--- config.mk ---
export PLATFORM = sky130hd
export DESIGN_NAME = epmd_ctrl
export DESIGN_NICKNAME = d
export VERILOG_FILES = /design/src/rtl/epmd_pkg.sv /design/src/rtl/epmd_ctrl.sv
export SDC_FILE = /design/constraint.sdc
export NUM_CORES = 1
export LEC_CHECK = 0
export BUFFER_PORTS_ARGS = -buffer_cell sky130_fd_sc_hd__buf_2
export CORE_MARGIN = 5
export CORE_UTILIZATION = 24
export DETAILED_ROUTE_END_ITERATION = 7
export MAX_ROUTING_LAYER = met4
export PLACE_DENSITY_LB_ADDON = 0.08
export SYNTH_ARGS = -nofsm -noshare
export SYNTH_HDL_FRONTEND = slang
export SYNTH_SLANG_ARGS = --single-unit
--- constraint.sdc ---
create_clock -name clk -period 2.7 [get_ports clk]
set_input_delay 0.27 -clock clk [delete_from_list [all_inputs] [get_ports clk]]
set_output_delay 0.27 -clock clk [all_outputs]
set_load 0.02 [all_outputs]
--- src/rtl/epmd_pkg.sv ---
// ----------------------------------------------------------------------------
// epmd_pkg
// Shared types and constants for the encoder PID motor drive.
// ----------------------------------------------------------------------------
package epmd_pkg;

    localparam logic [1:0] CMD_EDGE_A = 2'd0;
    localparam logic [1:0] CMD_EDGE_B = 2'd1;
    localparam logic [1:0] CMD_TICK   = 2'd2;

    localparam logic [1:0] REG_PROP_GAIN  = 2'd0;
    localparam logic [1:0] REG_PERIOD     = 2'd1;
    localparam logic [1:0] REG_MIN_DUTY   = 2'd2;
    localparam logic [1:0] REG_REVERSE    = 2'd3;

    localparam logic [31:0] SPEED_NUMER = 32'd60000000;

    // datapath operations issued by the controller
    typedef enum logic [2:0] {
        OP_NONE,
        OP_EDGE_A_START,   // latch inputs, start speed divide
        OP_EDGE_A_DONE,    // write speed, count
        OP_EDGE_B,
        OP_TICK_START,     // latch, stall check, error, start D divide
        OP_TICK_PI,        // P product and integral
        OP_TICK_DONE,      // sum, clamp, write demand
        OP_TICK_SKIP
    } op_t;

    typedef struct packed {
        op_t  op;
    } epmd_cmd_t;

    typedef struct packed {
        logic div_done;
        logic run_pid;     // tick period elapsed
    } epmd_stat_t;

endpackage

--- src/rtl/epmd_ctrl.sv ---
// ----------------------------------------------------------------------------
// epmd_ctrl
// Sequencer: accepts items, steps the datapath, holds the result register.
// ----------------------------------------------------------------------------
module epmd_ctrl
(
    input  logic                 clk,
    input  logic                 rst_n,
    input  logic                 in_valid,
    output logic                 in_stall,
    input  logic [1:0]           cmd,
    output logic                 out_valid,
    input  logic                 out_stall,
    output logic                 loop_ran,
    output logic                 snap,
    output epmd_pkg::epmd_cmd_t  ctl,
    input  epmd_pkg::epmd_stat_t stat
);
    import epmd_pkg::*;

    typedef enum logic [2:0] {
        S_IDLE, S_WAIT_A, S_TICK_CHK, S_WAIT_D, S_PI, S_DONE, S_OUT
    } state_t;

    state_t state_reg;
    logic   ran_reg;
    logic   out_valid_reg;
    logic   loop_ran_reg;

    always_comb
    begin
        ctl.op = OP_NONE;
        unique case (state_reg)
            S_IDLE:
            begin
                if (in_valid && !in_stall)
                begin
                    if (cmd == CMD_EDGE_A)
                        ctl.op = OP_EDGE_A_START;
                    else if (cmd == CMD_EDGE_B)
                        ctl.op = OP_EDGE_B;
                end
            end
            S_WAIT_A:   ctl.op = stat.div_done ? OP_EDGE_A_DONE : OP_NONE;
            S_TICK_CHK: ctl.op = stat.run_pid ? OP_TICK_START : OP_TICK_SKIP;
            S_WAIT_D:   ctl.op = stat.div_done ? OP_TICK_PI : OP_NONE;
            S_DONE:     ctl.op = OP_TICK_DONE;
            default:    ctl.op = OP_NONE;
        endcase
    end

    assign in_stall = (state_reg != S_IDLE);

    // load the result register once it is empty or being taken
    assign snap = (state_reg == S_OUT) && (!out_valid_reg || !out_stall);

    // one item in flight; a finished item waits in S_OUT while the register is full
    always_ff @(posedge clk or negedge rst_n)
    begin
        if (!rst_n)
        begin
            state_reg     <= S_IDLE;
            ran_reg       <= 1'b0;
            out_valid_reg <= 1'b0;
            loop_ran_reg  <= 1'b0;
        end
        else
        begin
            if (snap)
            begin
                out_valid_reg <= 1'b1;
                loop_ran_reg  <= ran_reg;
            end
            else if (out_valid_reg && !out_stall)
                out_valid_reg <= 1'b0;
            unique case (state_reg)
                S_IDLE:
                begin
                    if (in_valid && !in_stall)
                    begin
                        ran_reg <= 1'b0;
                        priority if (cmd == CMD_EDGE_A)
                            state_reg <= S_WAIT_A;
                        else if (cmd == CMD_TICK)
                            state_reg <= S_TICK_CHK;
                        else
                            state_reg <= S_OUT;
                    end
                end
                S_WAIT_A:   if (stat.div_done) state_reg <= S_OUT;
                S_TICK_CHK:
                begin
                    state_reg <= stat.run_pid ? S_WAIT_D : S_OUT;
                    ran_reg   <= stat.run_pid;
                end
                S_WAIT_D:   if (stat.div_done) state_reg <= S_PI;
                S_PI:       state_reg <= S_DONE;
                S_DONE:     state_reg <= S_OUT;
                S_OUT:      if (snap) state_reg <= S_IDLE;
                default:    state_reg <= S_IDLE;
            endcase
        end
    end

    assign out_valid = out_valid_reg;
    assign loop_ran  = loop_ran_reg;

    property p_idle_accept;
        @(posedge clk) disable iff (!rst_n)
        (state_reg != S_IDLE) |-> in_stall;
    endproperty
    a_idle_accept: assert property (p_idle_accept) else $error("accept while busy");

    property p_pid_flag;
        @(posedge clk) disable iff (!rst_n)
        (state_reg == S_DONE) |-> ran_reg;
    endproperty
    a_pid_flag: assert property (p_pid_flag) else $error("PID ran without flag");

    property p_out_after;
        @(posedge clk) disable iff (!rst_n)
        (state_reg == S_OUT) |=> out_valid_reg;
    endproperty
    a_out_after: assert property (p_out_after) else $error("result lost");

endmodule

==> out/results.ini <==
[synthesis]
synthArstFlopShare_pct = 100
yosys-top-cells-count = dfrtp_1 (6), nor2_1 (4), nand2b_1 (3), nand3_1 (3)
synth-xor-area-share_pct = 0
netlist_top_cells_area = dfrtp_1 (36%), a32o_1 (4.8%), nand2b_1 (4.5%)
muxShareOfSynthArea_pct = 2.69
synthSimpleGateAreaFrac_pct = 29.3
synth_top_family_by_area = simple AND/OR/NAND/NOR gates
syn_area_um2 = 419
synth_compound_area_share_pct = 25.4
yosys_warnings = 0
synthAdderAreaFrac_pct = 0
synth_cell_types = 27
ys_seq_area_share_pct = 35.8
synth_cells = 47
ys.flop_type = dfrtp_1
synth_nets = 55
yosysMostFrequentCell = dfrtp_1
synth-edff-count = 0
netlist.area_leader.share_pct = 35.8
synth_seq_cells = 6
synth_area_leader_cell = dfrtp_1
syn_avg_cell_area_um2 = 8.92

[finish]
nFillCells = 190
layout-drive-gt1-share_pct = 33.9
fin_nets = 72
area_delta_synth_final_pct = 25.4
seq_area_um2 = 150
diodes = 0
multi_input_area_um2 = 240
fin_cells = 79
final_core_util_pct = 31.1
largest_reg_flops = 3

[timing]
timing.slew.headroom_pct = 67.2
worst_slack_ns = 0.833
setup_tns_ns = 0
whs_ns = 0.291
timing.fmax_ghz = 0.536
hold_violations = 0
period_needed_ns = 1.87
setup_viol = 0
fin_skew_ns = 0.000770
rsz0062_at_grt = no
period_share_pct = 69.2
final_max_slew_viol_count = 0
worst_pin_slew_ns = 0.492

[floorplanning]
rows = 15
die_x_um = 51.8
ios = 15
start_util_pct = 24.8
die_area_mm2 = 0.00268
chipHeight_um = 51.8
design.core.area_mm2 = 0.00169

[drt]
final_antenna_net_count = 0
drt_iter0_drc = 6
wirelength_um = 1080
first_pass_iters = 4
routedWlPerCell_um = 13.7
drcViolationCount = 0
vias = 397
vias_per_cell = 5.03

[hold_path]
hp-class = in2reg
hold_depth = 2

[clocking]
clk_latency_ns = 0.24
h-tree-depth = 1
post_cts_buffers = 0
cts_tree = done
clk_pin_slew_ns = 0.05
clockRootBuffer = clkbuf_4
clockBufferDepth = 2
cts_buffers = 3
cts.sinks = 6

[worst_setup_path]
path_class = reg2out
cp-end-kind = output pin
crit_fanout = 14
r2r_cells = 3
critPathLaunchType = flop
cp.required_ns = 2.43
cp.arrival_ns = 1.60

[pwr]
max-vdd-ir-drop_uv = 445
p_per_area_mw_per_mm2 = 1220
power_leakage_nw = 0.242

[status]
status = finished, final reports clean

[grt]
grt_antenna_before_repair = 0
use_met3_pct = 2.58
grt_pass1_wl_um = 1770
met2_usage_pct = 12.7
top_usage_layer = met2
groute.usage.overall_pct = 9.30
grt-ovfl-total = 0
grt_max_degree = 16
grt_pass1_vias = 380
grtUsageMet1_pct = 12.2

[place]
gp_congestion = 0.754
place_hpwl_um = 835
dp_cells = 75
portBuffers = 14
dp_worst_setup_slack_ns = 1.10

[job]
maxCapViolCount = 0

-- what timing repair did --
| item | in CTS | in global routing |
|---|---|---|
| gates resized for setup | 0 | 0 |
| hold endpoints to repair | 6 | 0 |
| setup endpoints to repair | 0 | 0 |
| hold buffers | 1 | 0 |
-- stage by stage --
stage	power [W]	cell area [µm²]
after detailed placement	0.000560	493
after global placement	0.000566	493
final	0.000639	526
after CTS	0.000649	526
after floorplan	0.000475	419
after global routing	0.000699	526
-- layer usage --
| metal | vias to the layer above | wire [µm] |
|---|---|---|
| li1 | 204 | - |
| met1 | 173 | 514 |
| met2 | 20 | 487 |
| met3 | 0 | 82 |
| met4 | 0 | 0 |
| met5 | - | 0 |
-- path summary, 6_finish.rpt --
check | from | endpoint | slack (ns)
setup reg to reg | state_reg[2]$_DFFE_PN0P_ | loop_ran$_DFFE_PN0P_ | 1.21
hold / removal | out_stall | out_valid$_DFFE_PN0P_ | 0.29
max in group asynchronous | rst_n | state_reg[0]$_DFFE_PN0P_ | 2.17
setup / recovery | state_reg[0]$_DFFE_PN0P_ | ctl[1] | 0.83
hold reg to reg | loop_ran$_DFFE_PN0P_ | loop_ran$_DFFE_PN0P_ | 0.48
min in group asynchronous | rst_n | state_reg[2]$_DFFE_PN0P_ | 0.39
-- critical path, stage by stage, from the launching register on --
cell and delay (ns):
dfrtp_1 0.55, nor4b_1 0.47, a31oi_1 0.07, o21ai_1 0.09, buf_2 0.18
-- power by group --
| group | total [W] | switching, W | internal (W) |
|---|---|---|---|
| combinational | 0.000328 | 0.000178 | 0.000150 |
| clock | 0.0000828 | 0.0000325 | 0.0000503 |
| sequential | 0.000228 | 0.0000969 | 0.000131 |
| total | 0.000639 | 0.000308 | 0.000331 |
-- layout by cell type (no fill, tap or decap) --
| cell | instances |
|---|---|
| nor2b_1 | 2 |
| or3_1 | 1 |
| nand3b_1 | 1 |
| mux2_1 | 1 |
| a31oi_1 | 2 |
| dfrtp_1 | 6 |
| nor2_1 | 4 |
| a21oi_1 | 2 |
| o21ai_1 | 2 |
| dlygate4sd3_1 | 1 |
| buf_2 | 14 |
| nor3_2 | 1 |
| nor4b_1 | 1 |
| o31ai_1 | 2 |
| clkbuf_4 | 3 |
| a32o_1 | 2 |
| inv_2 | 1 |
| a21bo_1 | 1 |
| nand2_1 | 1 |
| or2_2 | 1 |
| nor3b_4 | 1 |
| nand2b_1 | 3 |
| o22ai_1 | 1 |
| o22a_1 | 1 |
| a32oi_1 | 1 |
| o21ai_0 | 1 |
| inv_1 | 2 |
| nand3_1 | 3 |
-- cell type report --
type                       count  area share [%]
clock buffer                   3            4.29
inverter                       3            2.14
multi-input combinational     35            45.7
sequential                     6            28.6
tap                           17            4.05
timing repair buffer          15            15.2
-- logic make-up after synthesis --
family	Yosys count
AOI/OAI and AO/OA	15
and+or+nand+nor	19
buffers and inverters	6
DFF	6
muxes	1
(Power assumes the default switching activity.)
